--- config.mk ---
export PLATFORM = sky130hd
export DESIGN_NAME = bez_lerp
export DESIGN_NICKNAME = d
export VERILOG_FILES = /design/src/sv/bez_pkg.sv /design/src/sv/bez_lerp.sv
export SDC_FILE = /design/constraint.sdc
export NUM_CORES = 1
export LEC_CHECK = 0
export BUFFER_PORTS_ARGS = -buffer_cell sky130_fd_sc_hd__buf_4
export CELL_PAD_IN_SITES_DETAIL_PLACEMENT = 0
export CELL_PAD_IN_SITES_GLOBAL_PLACEMENT = 2
export CORE_ASPECT_RATIO = 0.9
export CORE_MARGIN = 5
export CORE_UTILIZATION = 44
export CTS_CLUSTER_DIAMETER = 100
export DETAILED_ROUTE_END_ITERATION = 6
export HOLD_SLACK_MARGIN = 0.12
export PLACE_DENSITY_LB_ADDON = 0.1
export SYNTH_ARGS = -nofsm -noshare
export SYNTH_HDL_FRONTEND = slang
export SYNTH_SLANG_ARGS = --single-unit
--- constraint.sdc ---
create_clock -name clk_i -period 13.6 [get_ports clk_i]
set_clock_uncertainty 0.2 [all_clocks]
set_input_delay 0.68 -clock clk_i [delete_from_list [all_inputs] [get_ports clk_i]]
set_output_delay 0.68 -clock clk_i [all_outputs]
set_load 0.02 [all_outputs]
--- src/sv/bez_pkg.sv ---
// shared types and constants for the cubic bezier point evaluator
// no dependencies; imported by every module of the block
package bez_pkg;

  // default widths of a coordinate and of the fraction of t
  localparam int COORD_BITS_DEF = 16;
  localparam int FRAC_BITS_DEF  = 16;

  // three interpolation levels, each a multiply stage and an add stage
  localparam int NUM_LEVELS       = 3;
  localparam int STAGES_PER_LEVEL = 2;
  localparam int NUM_STAGES       = NUM_LEVELS * STAGES_PER_LEVEL;

  // control point register file
  localparam int NUM_REGS     = 8;
  localparam int CFG_IDX_BITS = 3;

  localparam logic [CFG_IDX_BITS-1:0] REG_START_X  = 3'd0;
  localparam logic [CFG_IDX_BITS-1:0] REG_START_Y  = 3'd1;
  localparam logic [CFG_IDX_BITS-1:0] REG_GUIDE1_X = 3'd2;
  localparam logic [CFG_IDX_BITS-1:0] REG_GUIDE1_Y = 3'd3;
  localparam logic [CFG_IDX_BITS-1:0] REG_GUIDE2_X = 3'd4;
  localparam logic [CFG_IDX_BITS-1:0] REG_GUIDE2_Y = 3'd5;
  localparam logic [CFG_IDX_BITS-1:0] REG_END_X    = 3'd6;
  localparam logic [CFG_IDX_BITS-1:0] REG_END_Y    = 3'd7;

  // load strobes for the two register stages of one interpolation level
  typedef struct packed {
    logic mul_en;
    logic add_en;
  } bez_lerp_en_t;

endpackage

--- src/sv/bez_lerp.sv ---
// one rounded linear interpolation a + round((b - a) * t), two register stages
// depends on bez_pkg
module bez_lerp #(
  parameter int COORD_BITS = bez_pkg::COORD_BITS_DEF,
  parameter int FRAC_BITS  = bez_pkg::FRAC_BITS_DEF
) (
  input  logic                         clk_i,
  input  bez_pkg::bez_lerp_en_t        en_i,
  input  logic [COORD_BITS-1:0]        a_i,
  input  logic [COORD_BITS-1:0]        b_i,
  input  logic [FRAC_BITS:0]           t_i,
  output logic [COORD_BITS-1:0]        res_o
);
  import bez_pkg::*;

  // product of a coordinate difference and t, with room for the sign
  localparam int PW = COORD_BITS + FRAC_BITS + 2;
  localparam logic [PW-1:0] HALF =
    {{(PW - FRAC_BITS){1'b0}}, 1'b1, {(FRAC_BITS - 1){1'b0}}};

  logic signed [COORD_BITS:0] diff;
  logic signed [PW-1:0]       prod_d, prod_q;
  logic signed [PW-1:0]       rnd, scaled;
  logic [COORD_BITS-1:0]      a_q;
  logic [COORD_BITS-1:0]      res_d, res_q;

  // stage 1: difference and multiply
  assign diff   = $signed({b_i[COORD_BITS-1], b_i}) - $signed({a_i[COORD_BITS-1], a_i});
  assign prod_d = PW'(diff) * $signed(PW'(t_i));

  always_ff @(posedge clk_i) begin
    if (en_i.mul_en) begin
      prod_q <= prod_d;
      a_q    <= a_i;
    end
  end

  // stage 2: round half up, floor scale, add base point
  assign rnd    = prod_q + $signed(HALF);
  assign scaled = rnd >>> FRAC_BITS;
  assign res_d  = a_q + scaled[COORD_BITS-1:0];

  always_ff @(posedge clk_i) begin
    if (en_i.add_en) begin
      res_q <= res_d;
    end
  end

  assign res_o = res_q;

endmodule

Word level (Yosys, flattened, before mapping)
Cells that the tools add are included.
W data, S select, Z words.
{"block": "totals", "out_inout_bits": 16, "ff_bits": 64}
{"block": "op_classes", "mul": 1, "n_addsub": 3}
{"operator": "$add A32 B17 Y32 const B", "n": 1}
{"operator": "$mul A17 B18 Y32", "n": 1}
{"operator": "$sub A16 B16 Y17", "n": 1}
{"operator": "$add A16 B16 Y16", "n": 1}

Logic depth before layout (Yosys ltp)
{"block": "logic_depth", "ltp_word": 2, "depth_mapped": 31, "ltp_nobuf": 30}

Worst setup path before layout
Ideal clock, no wire load.
{"block": "synth_timing", "path_type": "in2reg", "from": "input port b_i[0]", "to": "register prod_q[31], data pin", "setup_slack_ns": 5.178, "stages": 29, "n_path_buf": 1, "arrival_ns": 7.955, "setup_time_ns": 0.268, "cell_sequence": "inv_1 > ha_1 > fa_1 > nor2b_1 > o31a_1 > o21ai_0 > nor2b_1 > xnor2_1 > clkbuf_1 > nand2_1 > fa_1 > inv_1 > fa_1 > inv_1 > fa_1 > inv_1 > fa_1 > inv_1 > fa_1 > inv_1 > fa_1 > ha_1 > a21oi_1 > or4b_1 > o21a_2 > a211o_1 > a211o_1 > o31ai_2 > xnor3_1"}
{"block": "synth_via", "elab_chain_cells": 2}
{"item": "start: declaration", "line": "bez_lerp.sv:10", "rtl": "input logic [COORD_BITS-1:0] b_i,"}
{"item": "$sub A16 B16 Y17", "line": "bez_lerp.sv:28", "rtl": "assign diff = $signed({b_i[COORD_BITS-1], b_i}) - $signed({a_i[COORD_BITS-1], a_i});"}
{"item": "$mul A17 B18 Y32", "line": "bez_lerp.sv:29", "rtl": "assign prod_d = PW'(diff) * $signed(PW'(t_i));"}
{"item": "net prod_d[31]", "line": "bez_lerp.sv:22", "rtl": "logic signed [PW-1:0] prod_d, prod_q;"}
{"item": "end signal: assignment", "line": "bez_lerp.sv:33", "rtl": "prod_q <= prod_d;"}
{"item": "end: declaration", "line": "bez_lerp.sv:22"}
The timed path passes the listed nets, and every way through them passes these cells.
A chain may end at the register's enable or synchronous reset.

Worst setup path after layout
{"block": "layout_timing", "from": "input port a_i[1]", "to": "register prod_q[31], data pin"}
{"block": "layout_via", "elab_chain_cells": 2}
{"item": "start: declaration", "line": "bez_lerp.sv:9", "rtl": "input logic [COORD_BITS-1:0] a_i,"}
{"item": "$sub A16 B16 Y17", "line": "bez_lerp.sv:28"}
{"item": "$mul A17 B18 Y32", "line": "bez_lerp.sv:29"}
{"item": "net prod_d[31]", "line": "bez_lerp.sv:22"}
The timed path passes the listed nets, and every way through them passes these cells.

==> impl_summary.log <==
INFO  metric result_of_the_run = complete, no violations
INFO  metric hold_buffer_count_at_cts = 0
INFO  metric final_net_count = 1,767
INFO  metric postRouteAntennaNets = 0
INFO  metric final-setup-viol-count = 0
INFO  metric syn_area = 12,100 um2
INFO  metric tritoncts.num_buffers = 5
INFO  metric post-cts-setup-buffers = 0
INFO  metric grt_first_pass_wirelength = 48,090 um
INFO  metric chipWidth = 184.8 um
INFO  metric ys_types = 52
INFO  metric maxClockFrequency = 0.1166 GHz
INFO  metric yosys_most_used_dff = sky130_fd_sc_hd__edfxtp_1
INFO  metric timing.slew.headroom = 0.3366
INFO  metric end_of_the_worst_register_to_register_path = res_o[15]
INFO  metric syn2layout_area_growth = 8.728%
INFO  metric clk_transition_reported_paths = 0.06 ns
INFO  metric layout.area.seq = 1471 um2
INFO  metric clockRootBuffer = sky130_fd_sc_hd__clkbuf_16
INFO  metric ys_seq_elements = 49
INFO  metric drt-wirelength-per-cell = 17.16 um
INFO  metric cts_repair_resize_count = 0
INFO  metric detailedRoute.firstIterationViolations = 414
INFO  metric synth_top_area_share = 0.3723
INFO  metric dieHeight = 167.3 um
INFO  metric synth_most_common_cell = sky130_fd_sc_hd__inv_1
INFO  metric synth-edff-count = 49
INFO  metric synth-seq-area-share = 0.1216
INFO  metric initial_core_util = 0.4476
INFO  metric detail_route.vias_per_cell = 4.889
INFO  metric post-synth-top-area-cell = sky130_fd_sc_hd__fa_1
INFO  metric cp-startpoint = a_i[1]
INFO  metric crit_required = 13.43 ns
INFO  metric track_usage = 0.1946
INFO  metric final.min_clock_period = 8.578 ns
INFO  metric critPathLaunchType = input pin
INFO  metric via_count_of_the_first_global_routing_pass = 8,832
INFO  metric ys.warnings.count = 0
INFO  metric synthTopCellsByArea = sky130_fd_sc_hd__fa_1 37%, sky130_fd_sc_hd__ha_1 14%, sky130_fd_sc_hd__edfxtp_1 12%
INFO  metric setup-tns-final = 0 ns
INFO  metric insertedDiodeCount = 0
INFO  metric crit_slowest_cell = sky130_fd_sc_hd__xnor2_2
INFO  metric syn-instance-count = 1,299
INFO  metric final_layout_size_suffix_gt1_frac = 0.07396
INFO  metric final.period_utilization = 0.6307
INFO  metric cp_common_cell = sky130_fd_sc_hd__fa_1
INFO  metric largest_net_degree_at_the_start_of_global_routing = 34
INFO  metric grt_setup_unrepaired = no
INFO  metric r2r_start = prod_q[16]
INFO  metric crit_path_max_incr_delay = 0.76 ns
INFO  metric post_route_drc = 0
INFO  metric multi_input_gate_area = 9321 um2
INFO  metric ys_async_sr_fraction = 0
INFO  metric number_of_cells_in_the_design_after_placement = 1,699
INFO  metric cap_violations = 0
INFO  metric clock_insertion_delay_worst_skew = 0.29 ns
INFO  metric dp_hpwl = 23,920 um
INFO  metric cp.arrival = 8.41 ns
INFO  metric final_hold_fails = 0
INFO  metric r2r_slack = 9.91 ns
INFO  metric slew_of_the_pin_with_the_lowest_slew_margin = 0.9902 ns
INFO  metric die_area = 30,920 um2
INFO  metric mappedNetlistNets = 1,714
INFO  metric vias = 8,341
INFO  metric clock_sink_count = 49
INFO  metric area_of_the_core = 27,030 um2
INFO  metric first_pass_iters = 5
INFO  metric worstPathMaxFanout = 17
INFO  metric layoutNonFillerInstCount = 1,706
INFO  metric gp_routability_congestion = 0.8153
INFO  metric critical_path.endpoint_type = flip-flop
INFO  metric tritoncts = yes
INFO  metric endpoint = prod_q[31]
INFO  metric hold_path_class = input pin to flip-flop
INFO  metric timing_max_transition_violations_final = 0
INFO  metric htreeDepth = 2
INFO  metric gr-total-overflow = 0
INFO  metric grt_antenna_before_repair = 0
INFO  metric clock_tree.buffer_depth = 2
INFO  metric finalWirelength = 29,270 um
INFO  metric syn_avg_cell_area = 9.314 um2
INFO  metric filler_cell_count = 2,651
INFO  metric worst-setup-path-type = input pin to flip-flop
INFO  metric ios = 68
INFO  metric numPortBuffers = 67
INFO  metric reg2reg_depth = 12
INFO  metric yosys-top-cells-count = 316 x sky130_fd_sc_hd__inv_1, 225 x sky130_fd_sc_hd__fa_1, 156 x sky130_fd_sc_hd__nand2_1, 138 x sky130_fd_sc_hd__ha_1, 99 x sky130_fd_sc_hd__and2_1
INFO  metric number_of_placement_rows = 57
INFO  metric worstHoldPathCells = 1
critical path, delay by kind of cell:
kind / cells / cell delay, ns
compound gates: 11 / 2.38
simple gates: 3 / 0.36
xor+xnor: 2 / 1.19
fa+ha+maj: 8 / 3.49
buf+inv: 5 / 0.28
flip-flops by register name, summed over array words and instances, names as in the netlist:
| name | cells |
|---|---|
| a_q | 16 |
| res_o | 16 |
| prod_q | 17 |
stage by stage:
step	setup slack [ns]	instance area [um2]	util	hold slack, ns
6_report	5.022	13160	0.4867	0.3789
5_1_grt	4.615	13160	0.4867	0.3668
4_1_cts	5.016	13160	0.4867	0.3686
3_5_place_dp	4.779	13020	0.4818	0.3597
3_3_place_gp	4.803	13020	0.4818	0.3800
2_1_floorplan	5.178	12100	-	0.3256
worst min path at each step:
stage                        from  endpoint  slack [ns]
final                     a_i[13]   a_q[13]        0.38
after global routing      a_i[13]   a_q[13]        0.37
after global placement     a_q[0]  res_o[0]        0.38
after CTS                 a_i[13]   a_q[13]        0.37
after floorplan            a_q[0]  res_o[0]        0.33
after detailed placement   a_q[0]  res_o[0]        0.36
cells in the final DEF (no fill, tap or decap), types with 6 or more instances in the layout:
cell	count
sky130_fd_sc_hd__a21o_1	10
sky130_fd_sc_hd__a21oi_1	28
sky130_fd_sc_hd__and2_1	99
sky130_fd_sc_hd__buf_4	80
sky130_fd_sc_hd__edfxtp_1	49
sky130_fd_sc_hd__fa_1	225
sky130_fd_sc_hd__ha_1	138
sky130_fd_sc_hd__inv_1	316
sky130_fd_sc_hd__nand2_1	156
sky130_fd_sc_hd__nand2b_1	6
sky130_fd_sc_hd__nand3_1	13
sky130_fd_sc_hd__nor2_1	32
sky130_fd_sc_hd__nor2b_1	38
sky130_fd_sc_hd__nor3_1	6
sky130_fd_sc_hd__o21ai_0	15
sky130_fd_sc_hd__or2_2	8
sky130_fd_sc_hd__xnor2_1	48
sky130_fd_sc_hd__xor2_1	13
metal layers:
| metal | GRT usage | part of all wire | vias to the layer above |
|---|---|---|---|
| li1 | - | - | 4021 |
| met1 | 0.3079 | 0.52 | 4161 |
| met2 | 0.3037 | 0.43 | 149 |
| met3 | 0.01584 | 0.042 | 10 |
| met4 | 0.01787 | 0.0041 | 0 |
| met5 | 0 | 0 | - |
cell families (layout without fill, tap and decap cells):
family | count (synthesis) | in the layout | synth area share
AOI/OAI and AO/OA | 90 | 90 | 0.04829
xor gates and xnor gates | 63 | 63 | 0.04674
adders and majority gates | 363 | 363 | 0.5150
buffers and inverters | 350 | 403 | 0.1086
DFF | 49 | 49 | 0.1216
and+or+nand+nor | 384 | 384 | 0.1598
cell type report:
| type | instances | share of cell area |
|---|---|---|
| clock buffers | 6 | 0.009797 |
| clock inverters | 1 | 0.0002853 |
| inverters | 316 | 0.09017 |
| multi-input cells | 900 | 0.7086 |
| flip-flops and latches | 49 | 0.1119 |
| well taps | 354 | 0.03367 |
| repair buffers | 80 | 0.04565 |
Power is not shown: default switching activity piles up to over one toggle a cycle in this logic, so the estimate is an artifact.
