File: config.mk
export PLATFORM = sky130hd
export DESIGN_NAME = bez_cfg
export DESIGN_NICKNAME = d
export VERILOG_FILES = /design/src/sv/bez_pkg.sv /design/src/sv/bez_cfg.sv
export SDC_FILE = /design/constraint.sdc
export NUM_CORES = 1
export LEC_CHECK = 0
export BUFFER_PORTS_ARGS = -buffer_cell sky130_fd_sc_hd__buf_2
export CORE_MARGIN = 2
export CORE_UTILIZATION = 40
export CTS_CLUSTER_SIZE = 8
export DETAILED_ROUTE_END_ITERATION = 10
export GPL_ROUTABILITY_DRIVEN = 1
export GPL_TIMING_DRIVEN = 0
export PLACE_DENSITY_LB_ADDON = 0.3
export REMOVE_ABC_BUFFERS = 1
export SETUP_SLACK_MARGIN = 0.5
export SLEW_MARGIN = 20
export SYNTH_ARGS = -nofsm -noshare
export SYNTH_HDL_FRONTEND = slang
export SYNTH_SLANG_ARGS = --single-unit
File: constraint.sdc
create_clock -name clk_i -period 1.8 [get_ports clk_i]
set_clock_uncertainty 0.1 [all_clocks]
set_input_delay 0.27 -clock clk_i [delete_from_list [all_inputs] [get_ports clk_i]]
set_output_delay 0.27 -clock clk_i [all_outputs]
set_load 0.1 [all_outputs]
File: src/sv/bez_pkg.sv
// shared types and constants for the cubic bezier point evaluator
// no dependencies; imported by every module of the block
package bez_pkg;

  // default widths of a coordinate and of the fraction of t
  localparam int COORD_BITS_DEF = 16;
  localparam int FRAC_BITS_DEF  = 16;

  // three interpolation levels, each a multiply stage and an add stage
  localparam int NUM_LEVELS       = 3;
  localparam int STAGES_PER_LEVEL = 2;
  localparam int NUM_STAGES       = NUM_LEVELS * STAGES_PER_LEVEL;

  // control point register file
  localparam int NUM_REGS     = 8;
  localparam int CFG_IDX_BITS = 3;

  localparam logic [CFG_IDX_BITS-1:0] REG_START_X  = 3'd0;
  localparam logic [CFG_IDX_BITS-1:0] REG_START_Y  = 3'd1;
  localparam logic [CFG_IDX_BITS-1:0] REG_GUIDE1_X = 3'd2;
  localparam logic [CFG_IDX_BITS-1:0] REG_GUIDE1_Y = 3'd3;
  localparam logic [CFG_IDX_BITS-1:0] REG_GUIDE2_X = 3'd4;
  localparam logic [CFG_IDX_BITS-1:0] REG_GUIDE2_Y = 3'd5;
  localparam logic [CFG_IDX_BITS-1:0] REG_END_X    = 3'd6;
  localparam logic [CFG_IDX_BITS-1:0] REG_END_Y    = 3'd7;

  // load strobes for the two register stages of one interpolation level
  typedef struct packed {
    logic mul_en;
    logic add_en;
  } bez_lerp_en_t;

endpackage

File: src/sv/bez_cfg.sv
// control point register file, written through the config channel
// depends on bez_pkg
module bez_cfg #(
  parameter int COORD_BITS = bez_pkg::COORD_BITS_DEF
) (
  input  logic                                                   clk_i,
  input  logic                                                   rst_ni,
  input  logic                                                   cfg_valid_i,
  output logic                                                   cfg_ready_o,
  input  logic [bez_pkg::CFG_IDX_BITS-1:0]                       cfg_index_i,
  input  logic [COORD_BITS-1:0]                                  cfg_data_i,
  output logic [bez_pkg::NUM_REGS-1:0][COORD_BITS-1:0]           regs_o
);
  import bez_pkg::*;

  logic [NUM_REGS-1:0][COORD_BITS-1:0] regs_q;

  // writes are always taken
  assign cfg_ready_o = 1'b1;

  // register write decode
  always_ff @(posedge clk_i or negedge rst_ni) begin
    if (!rst_ni) begin
      regs_q <= '0;
    end else if (cfg_valid_i) begin
      unique case (cfg_index_i)
        REG_START_X:  regs_q[REG_START_X]  <= cfg_data_i;
        REG_START_Y:  regs_q[REG_START_Y]  <= cfg_data_i;
        REG_GUIDE1_X: regs_q[REG_GUIDE1_X] <= cfg_data_i;
        REG_GUIDE1_Y: regs_q[REG_GUIDE1_Y] <= cfg_data_i;
        REG_GUIDE2_X: regs_q[REG_GUIDE2_X] <= cfg_data_i;
        REG_GUIDE2_Y: regs_q[REG_GUIDE2_Y] <= cfg_data_i;
        REG_END_X:    regs_q[REG_END_X]    <= cfg_data_i;
        REG_END_Y:    regs_q[REG_END_Y]    <= cfg_data_i;
        default:      regs_q <= regs_q;
      endcase
    end
  end

  assign regs_o = regs_q;

endmodule

Word level (Yosys, flattened, before mapping)
Index checks and enable logic that the tools add are counted.
- $add $sub $neg: 0
- $mul: 0
- divide/modulo/power cells: 0
- $lt $le $gt $ge: 0
- equal/unequal tests: 7
- shifts and indexed selects: 0
- multiplexer cells: 0
- bitwise operators: 0
- reductions and logical operators: 9
- operator list (kind ; number):
    AND reduction 2 bit ; 8
    equality test 3 bit, second input constant ; 4
    equality test 3 x 2 -> 1 bit, second input constant ; 2
    equality test 3 x 1 -> 1 bit, second input constant ; 1
    logical NOT 3 bit ; 1
- bits in registers: 128
- bits in latches: 0
- RAM bits: 0
- memory bits (read-only): 0
- input bits: 22
- output and inout port bits: 129
- logic and storage cells: 24
- memories: 0

Longest topological paths before layout
Gate-level depths: netlist (run 1).
- word-level depth: 2
- depth in mapped cells: 5
- mapped depth without buffers: 2

Least setup slack after synthesis (run 1)
OpenSTA, ideal clock, no wires.
- path kind: input to register
- start point: input cfg_index_i[0] (netlist bit)
- end point: register regs_q, in the netlist regs_o[10]
- library setup time: 126 ps
- arrival: 1361 ps
- required time: 1574 ps
- path slack: 212 ps
- cell stages on the path: 4
- buffers on the path: 2
- path through: buf_6 -> nor4b_4 -> buf_8 -> mux2_4
- word-level cells in the longest chain between the ends: 2
- ends and longest elaborated chain (item ; RTL line ; source):
    start: declaration ; bez_cfg.sv:10 ; input logic [bez_pkg::CFG_IDX_BITS-1:0] cfg_index_i,
    logical NOT 3 bit ; bez_cfg.sv:26 ; unique case (cfg_index_i)
    AND reduction 2 bit (no source line) ; - ;
    end signal: indexed assignment ; bez_cfg.sv:27 ; REG_START_X: regs_q[REG_START_X] <= cfg_data_i;
    end signal: indexed assignment ; bez_cfg.sv:28 ; REG_START_Y: regs_q[REG_START_Y] <= cfg_data_i;
    end signal: indexed assignment ; bez_cfg.sv:29 ; REG_GUIDE1_X: regs_q[REG_GUIDE1_X] <= cfg_data_i;
    end: declaration ; bez_cfg.sv:16 ; logic [NUM_REGS-1:0][COORD_BITS-1:0] regs_q;
Every way passes these cells.
A chain may end at the register's enable or synchronous reset.

Worst setup path after layout (run 1)
- start point: register regs_q, in the netlist regs_o[110]
- end point: output regs_o[110] (netlist bit)
- RTL lines (item ; RTL line ; source):
    end: declaration ; bez_cfg.sv:12 ; output logic [bez_pkg::NUM_REGS-1:0][COORD_BITS-1:0] regs_o
No word-level cell between the ends.

==> results of run 1 <==
[routing by layer]
| metal | vias up | wire length, µm | track usage |
|---|---|---|---|
| met5 | - | 0 | 0 |
| met4 | 0 | 230 | 0.06908 |
| met3 | 23 | 883 | 0.08118 |
| met2 | 112 | 7473 | 0.3714 |
| met1 | 1701 | 5387 | 0.2488 |
| li1 | 1400 | - | - |
[how the worst max path moves through the flow]
stage	from	endpoint	slack, ns
floorplan	cfg_valid_i	regs_o[16]	-0.77
global placement	cfg_valid_i	regs_o[21]	-2.88
detailed placement	cfg_index_i[0]	regs_o[17]	-0.36
CTS	regs_o[69]	regs_o[69]	0.39
global route	regs_o[110]	regs_o[110]	0.33
finish	regs_o[110]	regs_o[110]	0.37
[synth_stat cells]
master,count
dfrtp_1,128
mux2_2,118
mux2_4,10
buf_2,7
buf_6,5
buf_4,3
nand4b_2,3
nor4bb_1,3
buf_8,1
conb_1,1
nand4_2,1
nor4b_4,1
[cell families after synthesis]
kind of cell | synth area share
muxes | 0.3002
DFF | 0.6502
buffers and inverters | 0.02616
and+or+nand+nor | 0.02260
other | 0.0007613
[stage by stage]
step | hold WS, ns | utilization | setup slack (ns)
finish | 0.08862 | 0.7260 | 0.3707
global route | 0.09182 | 0.7260 | 0.3320
CTS | 0.06639 | 0.6986 | 0.3926
detailed placement | 0.2703 | 0.4893 | -0.3582
global placement | 0.3822 | 0.4768 | -2.877
floorplan | -0.1256 | - | -0.7709
[area by class of cell]
type | count | area, µm²
fill | 711 | 3291
tap | 147 | 183.9
sequential | 128 | 3203
timing repair buffer | 194 | 3104
clock inverter | 6 | 57.56
clock buffer | 23 | 498.0
multi-input combinational | 137 | 1674
[worst reg2reg max path: cells and delay by family (launching register included)]
family	cells	cell delay, ns
mux	1	0.27
buf+inv	2	0.28
flops	1	0.42
[power breakdown]
group	leakage (nW)	internal (mW)	total [mW]	switching (mW)
logic	2.18	3.14	8.66	5.52
registers	1.54	3.52	4.26	0.737
clock network	0.277	2.05	3.24	1.19
total	3.99	8.71	16.2	7.45
[what timing repair did]
action,4_1_cts,5_1_grt
hold buffers,1,0
gates resized for setup,486,38
setup buffers,20,17
endpoints found under the hold margin,81,0
endpoints found under the setup margin,252,197
pin swaps,4,3
==> flow_summary_export.csv, run 1 <==
group,metric,value,unit
final_layout,area_delta_synth_final,77.04,%
final_layout,design_area,8721,µm²
drt,ant_nets,0,
die,ioPinCount,151,
drt,drtIter0Drc,141,
clock_tree,cts_buffer_depth,2,
drt,via_per_inst,5.096,
worst_setup_path,critPathSlowestCell,"dfrtp_1",
hold_path,holdPathEnd,"regs_o[100]",
die,dieArea,13220,µm²
synthesis,ys_warn_count,0,
clock_tree,numCtsBuffers,17,
synthesis,ys_top_cells_by_area,"dfrtp_1, mux2_2, mux2_4, buf_6, nand4b_2",
power,cellPowerDensity,1853,nW/µm²
synthesis,synth_top_area_frac,0.6502,
sta,hold_viol_final,0,
worst_setup_path,worst_setup_path_start_kind,"register",
outcome,outcome,"completed",
synthesis,synth_cell_type_count,12,
worst_setup_path,crit_fanout,2,
synthesis,ys_seq_area_frac,0.6502,
drt,finalWirelength,13.97,mm
drt,drc_errors,0,
worst_setup_path,required,1.43,ns
clock_tree,cts.clk_slew.worst_paths,0.06,ns
power,power,16.16,mW
worst_setup_path,path_delay_family,"flip-flops",
sta,fin_crit_sh,0.7941,
worst_setup_path,r2r_setup_slack,0.61,ns
synthesis,syn_inst,281,
final_layout,drive_gt1_frac,0.7316,
clock_tree,cts-root-buf,"clkbuf_16",
grt,grt_pass1_wl,20.70,mm
placed_design,io_buffer_count,149,
grt,grt_start_max_net_pins,83,
worst_setup_path,end_kind,"output pin",
die,die_x,115.0,µm
placed_design,dpl.cell_count,568,
placed_design,gp_congestion,0.7330,
die,rows,40,
sta,slew_viol_final,0,
die,initial_core_util,0.4101,
worst_setup_path,rr_startpoint,"regs_o[59]",
sta,period_needed,1.429,ns
final_layout,layout.nets,500,
placed_design,hpwl,7.554,mm
worst_setup_path,critical_path_class,"reg -> out",
grt,grt_pass1_vias,3517,
die,dieHeight,115.0,µm
final_layout,largest_reg_flops,128,
worst_setup_path,path_buf_inv,1,
worst_setup_path,max_stage_delay,0.44,ns
worst_setup_path,reg2regPathDepth,3,
worst_setup_path,r2r_end,"regs_o[59]",
drt,wire_per_inst,22.01,µm
worst_setup_path,crit_cells,1,
drt,firstDrtPassIters,4,
clock_tree,cts.sinks,128,
clock_tree,cts_tree,"done",
sta,rsz0062_at_grt,"yes",
power,power_leakage,3.990,nW
synthesis,yosys_register_bits,128,
grt,grt-ovfl-total,0,
clock_tree,h-tree-depth,4,
sta,tns,0,ns
worst_setup_path,arrival,1.06,ns
grt,antenna_found_initial,0,
sta,setup_viol,0,
final_layout,final_cell_mix,"buf_12, dfrtp_1, mux2_2",
final_layout,stdcell_count,635,
power,ir_drop,1133,µV
final_layout,final_common_cell,"buf_12",
hold_path,hp-class,"in -> reg",
drt,vias,3236,
synthesis,syn_area,4926,µm²
hold_path,worstHoldStart,"cfg_data_i[4]",
sta,max_freq,0.6996,GHz
worst_setup_path,crit_chain,"buf_12",
job,drv_cap,0,
final_layout,antenna_cells,0,
grt,grtUsageTotal,0.2153,
die,core_region_area,12010,µm²
hold_path,whs_path_depth,2,
clock_tree,clk_latency,0.41,ns
synthesis,synth_largest_area_cell,"dfrtp_1",
placed_design,postPlaceCellArea,5877,µm²
synthesis,syn_avg_cell_area,17.53,µm²
Note: power is estimated with default switching activity, not from simulation.
==> inputs of run 2 (changes only) <==
==> constraint.sdc (replaced) <==
create_clock -name clk_i -period 1.3 [get_ports clk_i]
set_clock_uncertainty 0.1 [all_clocks]
set_input_delay 0.195 -clock clk_i [delete_from_list [all_inputs] [get_ports clk_i]]
set_output_delay 0.195 -clock clk_i [all_outputs]
set_load 0.1 [all_outputs]
==> flow_summary_export.csv, run 2 (synthesis results as in run 1) <==
group,metric,value,unit
outcome,outcome,"finished, violations left",
outcome,violations,"negative hold slack, negative setup slack",
clock_tree,cts_buffer_depth,2,
worst_setup_path,critPathSlowestCell,"dfrtp_1",
worst_setup_path,worst_setup_path_start_kind,"register",
placed_design,hpwl,7.554,mm
die,die_x,115.0,µm
grt,antenna_found_initial,0,
drt,wire_per_inst,25.69,µm
worst_setup_path,crit_fanout,2,
final_layout,drive_gt1_frac,0.7660,
sta,period_needed,1.374,ns
drt,vias,3497,
grt,grt_pass1_vias,3691,
drt,drtIter0Drc,150,
placed_design,gp_congestion,0.7330,
power,power_leakage,4.861,nW
sta,tns,-1.596,ns
sta,rsz0062_at_grt,"yes",
placed_design,io_buffer_count,149,
worst_setup_path,crit_chain,"buf_12",
sta,setup_viol,100,
die,dieHeight,115.0,µm
grt,grt_start_max_net_pins,83,
final_layout,antenna_cells,0,
worst_setup_path,critical_path_class,"reg -> out",
clock_tree,cts.clk_slew.worst_paths,0.06,ns
worst_setup_path,arrival,1.08,ns
die,initial_core_util,0.4101,
worst_setup_path,required,1.00,ns
drt,via_per_inst,5.039,
final_layout,design_area,9926,µm²
final_layout,final_common_cell,"buf_12",
sta,tightest_slew,0.7622,ns
power,cellPowerDensity,2378,nW/µm²
die,rows,40,
final_layout,final_util,0.8264,
final_layout,area_delta_synth_final,101.5,%
worst_setup_path,path_buf_inv,1,
sta,hold_viol_final,81,
sta,hold_slack,-0.2611,ns
worst_setup_path,path_delay_family,"flip-flops",
power,power,23.60,mW
drt,finalWirelength,17.83,mm
worst_setup_path,end_kind,"output pin",
sta,max_freq,0.7276,GHz
sta,fin_crit_sh,1.057,
final_layout,largest_reg_flops,128,
clock_tree,cts-root-buf,"clkbuf_16",
job,drv_cap,0,
hold_path,hp-class,"in -> async",
drt,ant_nets,0,
sta,relSlewSlack,0.4919,
final_layout,layout.nets,559,
grt,grt_pass1_wl,23.00,mm
die,core_region_area,12010,µm²
clock_tree,cts.sinks,128,
die,dieArea,13220,µm²
clock_tree,cts_tree,"done",
clock_tree,numCtsBuffers,17,
power,ir_drop,1869,µV
sta,slew_viol_final,0,
drt,drc_errors,0,
grt,grtUsageTotal,0.2397,
drt,firstDrtPassIters,4,
placed_design,postPlaceCellArea,5877,µm²
clock_tree,clk_latency,0.42,ns
worst_setup_path,max_stage_delay,0.45,ns
grt,grt-ovfl-total,0,
die,ioPinCount,151,
clock_tree,h-tree-depth,4,
final_layout,final_cell_mix,"buf_12, dfrtp_1, mux2_4",
sta,setup_slack,-0.07430,ns
[run 2: changes by cell type in the layout (fill, tap and decap cells not counted)]
cell           change
buf_12            +10
buf_4             +10
buf_6             +32
buf_8              +4
clkbuf_16          +4
dfrtp_1            -2
dfrtp_2            +2
dlygate4sd3_1      -1
mux2_2           -111
mux2_4           +111
[run 2: final cells by class]
cell class | count | area [µm²]
timing repair buffer | 253 | 3890
sequential | 128 | 3206
multi-input combinational | 137 | 2091
fill | 562 | 2086
clock buffer | 23 | 498.0
tap | 147 | 183.9
clock inverter | 6 | 57.56
[run 2: path summary, 6_finish.rpt]
check / to / start / slack [ns] / depth (start not counted)
worst min-delay path: regs_o[18] / rst_ni / -0.26 / 1
worst max register to register: regs_o[89] / regs_o[89] / 0.14 / 3
min in group clk_i: regs_o[12] / cfg_data_i[12] / 0.03 / 2
worst max-delay path: regs_o[105] / regs_o[105] / -0.07 / 1
max in group asynchronous: regs_o[75] / rst_ni / 0.66 / 2
worst min register to register: regs_o[88] / regs_o[88] / 0.47 / 1
[run 2: power breakdown]
| group | switching, mW | internal [mW] | leakage [nW] |
|---|---|---|---|
| Sequential | 1.10 | 4.88 | 1.53 |
| Clock | 1.72 | 2.84 | 0.277 |
| Combinational | 7.90 | 5.17 | 3.05 |
[run 2: repair_timing]
action / CTS / global route
pin swaps: 6 / 6
endpoints found under the hold margin: 82 / 81
gates cloned: 0 / 5
setup buffers: 41 / 51
endpoints found under the setup margin: 256 / 256
resized for setup: 605 / 84
[run 2: stage by stage]
stage | setup slack [ns] | std cells
final | -0.07430 | 694
after global routing | -0.08157 | 694
after CTS | -0.03242 | 638
after detailed placement | -0.7832 | 568
after global placement | -3.302 | 561
after floorplan | -1.196 | 265
[run 2: layer usage]
metal / GRT usage / wire, µm
met5: 0 / 0
met1: 0.2884 / 6863
met4: 0.07309 / 310
met2: 0.4094 / 9696
met3: 0.08118 / 959
==> inputs of run 3 (changes only) <==
--- a/config.mk
+++ b/config.mk
@@ -13,6 +13,7 @@
 export GPL_ROUTABILITY_DRIVEN = 1
 export GPL_TIMING_DRIVEN = 0
 export PLACE_DENSITY_LB_ADDON = 0.3
+export RECOVER_POWER = 100
 export REMOVE_ABC_BUFFERS = 1
 export SETUP_SLACK_MARGIN = 0.5
 export SLEW_MARGIN = 20
==> flow_summary_export.csv, run 3 (synthesis results as in run 1) <==
group,metric,value,unit
die,ioPinCount,151,
grt,antenna_found_initial,0,
final_layout,antenna_cells,0,
sta,period_needed,1.369,ns
sta,fin_crit_sh,1.053,
sta,hold_slack,-0.06568,ns
clock_tree,cts.sinks,128,
placed_design,hpwl,7.554,mm
grt,grt_pass1_vias,3691,
worst_setup_path,max_stage_delay,0.44,ns
outcome,violations,"negative hold slack, negative setup slack",
drt,via_per_inst,5.072,
grt,grt.met3_usage,0.08118,
worst_setup_path,crit_chain,"buf_12",
final_layout,final_cell_mix,"buf_12, dfrtp_1, mux2_4",
grt,grt_pass1_wl,23.00,mm
grt,grt_start_max_net_pins,83,
final_layout,final_common_cell,"buf_12",
die,dieArea,13220,µm²
final_layout,layout.nets,559,
clock_tree,numCtsBuffers,17,
sta,setup_slack,-0.06862,ns
clock_tree,cts_buffer_depth,2,
worst_setup_path,path_delay_family,"flip-flops",
drt,drtIter0Drc,166,
grt,grt_use_met1,0.2884,
drt,wire_per_inst,25.76,µm
power,power,23.55,mW
clock_tree,cts_tree,"done",
final_layout,largest_reg_flops,128,
worst_setup_path,reg2regPathDepth,3,
worst_setup_path,arrival,1.07,ns
worst_setup_path,required,1.00,ns
grt,top_usage_layer,"met2",
drt,drc_errors,0,
hold_path,hp-class,"in -> async",
sta,hold_viol_final,81,
worst_setup_path,critical_path_class,"reg -> out",
worst_setup_path,worst_setup_path_start_kind,"register",
sta,max_freq,0.7307,GHz
worst_setup_path,end_kind,"output pin",
sta,rsz0062_at_grt,"yes",
placed_design,gp_congestion,0.7330,
job,drv_cap,0,
die,initial_core_util,0.4101,
grt,grt-ovfl-total,0,
drt,ant_nets,0,
power,ir_drop,1873,µV
outcome,outcome,"finished, violations left",
die,core_region_area,12010,µm²
placed_design,io_buffer_count,149,
sta,slew_viol_final,0,
power,cellPowerDensity,2392,nW/µm²
worst_setup_path,path_buf_inv,1,
drt,vias,3520,
sta,setup_viol,93,
clock_tree,cts-root-buf,"clkbuf_16",
sta,tightest_slew,1.143,ns
worst_setup_path,critPathSlowestCell,"dfrtp_1",
worst_setup_path,crit_fanout,2,
grt,grtUsageTotal,0.2397,
sta,tns,-1.461,ns
final_layout,area_delta_synth_final,99.87,%
sta,relSlewSlack,0.2377,
drt,finalWirelength,17.88,mm
power,power_leakage,4.801,nW
final_layout,drive_gt1_frac,0.7550,
die,rows,40,
placed_design,dp_worst_setup_slack,-0.7832,ns
die,dieHeight,115.0,µm
worst_setup_path,crit_cells,1,
clock_tree,clk_latency,0.41,ns
clock_tree,cts.clk_slew.worst_paths,0.06,ns
grt,use_met2,0.4094,
drt,firstDrtPassIters,4,
placed_design,dpl.cell_count,568,
final_layout,stdcell_count,694,
clock_tree,h-tree-depth,4,
die,die_x,115.0,µm
-- run 3: cell types whose count changed in the layout (fill, tap and decap cells not counted), sizes merged --
cell / before / now
buf: 249 / 247
clkbuf: 27 / 29
-- run 3: final timing paths --
check,start,endpoint,slack [ns]
max,regs_o[105],regs_o[105],-0.07
min,rst_ni,regs_o[18],-0.07
max reg2reg,regs_o[89],regs_o[89],0.14
min reg2reg,regs_o[101],regs_o[101],0.47
max in group asynchronous,rst_ni,regs_o[36],0.24
min in group clk_i,cfg_data_i[11],regs_o[107],0.03
-- run 3: metal layers --
metal	up-vias	part of all wire	routed length [µm]
met1	1856	0.39	6929
met5	-	0	0
met4	0	0.017	306
met3	30	0.053	955
met2	129	0.54	9685
li1	1505	-	-
-- run 3: cell type report --
| type | instances | area, µm² |
|---|---|---|
| timing repair buffer | 253 | 3844 |
| sequential | 128 | 3206 |
| fill | 577 | 2166 |
| multi-input combinational | 137 | 2057 |
| clock buffer | 23 | 498.0 |
| tap | 147 | 183.9 |
| clock inverter | 6 | 57.56 |
-- run 3: where the power goes --
| group | total (mW) | internal, mW | switching, mW |
|---|---|---|---|
| clock network | 4.55 | 2.84 | 1.71 |
| logic | 13.0 | 5.13 | 7.89 |
| registers | 5.98 | 4.87 | 1.10 |
-- run 3: timing repair --
action                     4_1_cts  5_1_grt
hold endpoints to repair        82       81
gates resized for setup        605       84
gates cloned                     0        5
pin swaps                        6        6
setup endpoints to repair      256      256
buffers inserted                41       51
-- run 3: through the flow --
step | util | cell area [µm²]
global placement | 0.4768 | 5727
floorplan | - | 4797
detailed placement | 0.4893 | 5877
finish | 0.8197 | 9846
global route | 0.8197 | 9846
CTS | 0.7586 | 9112
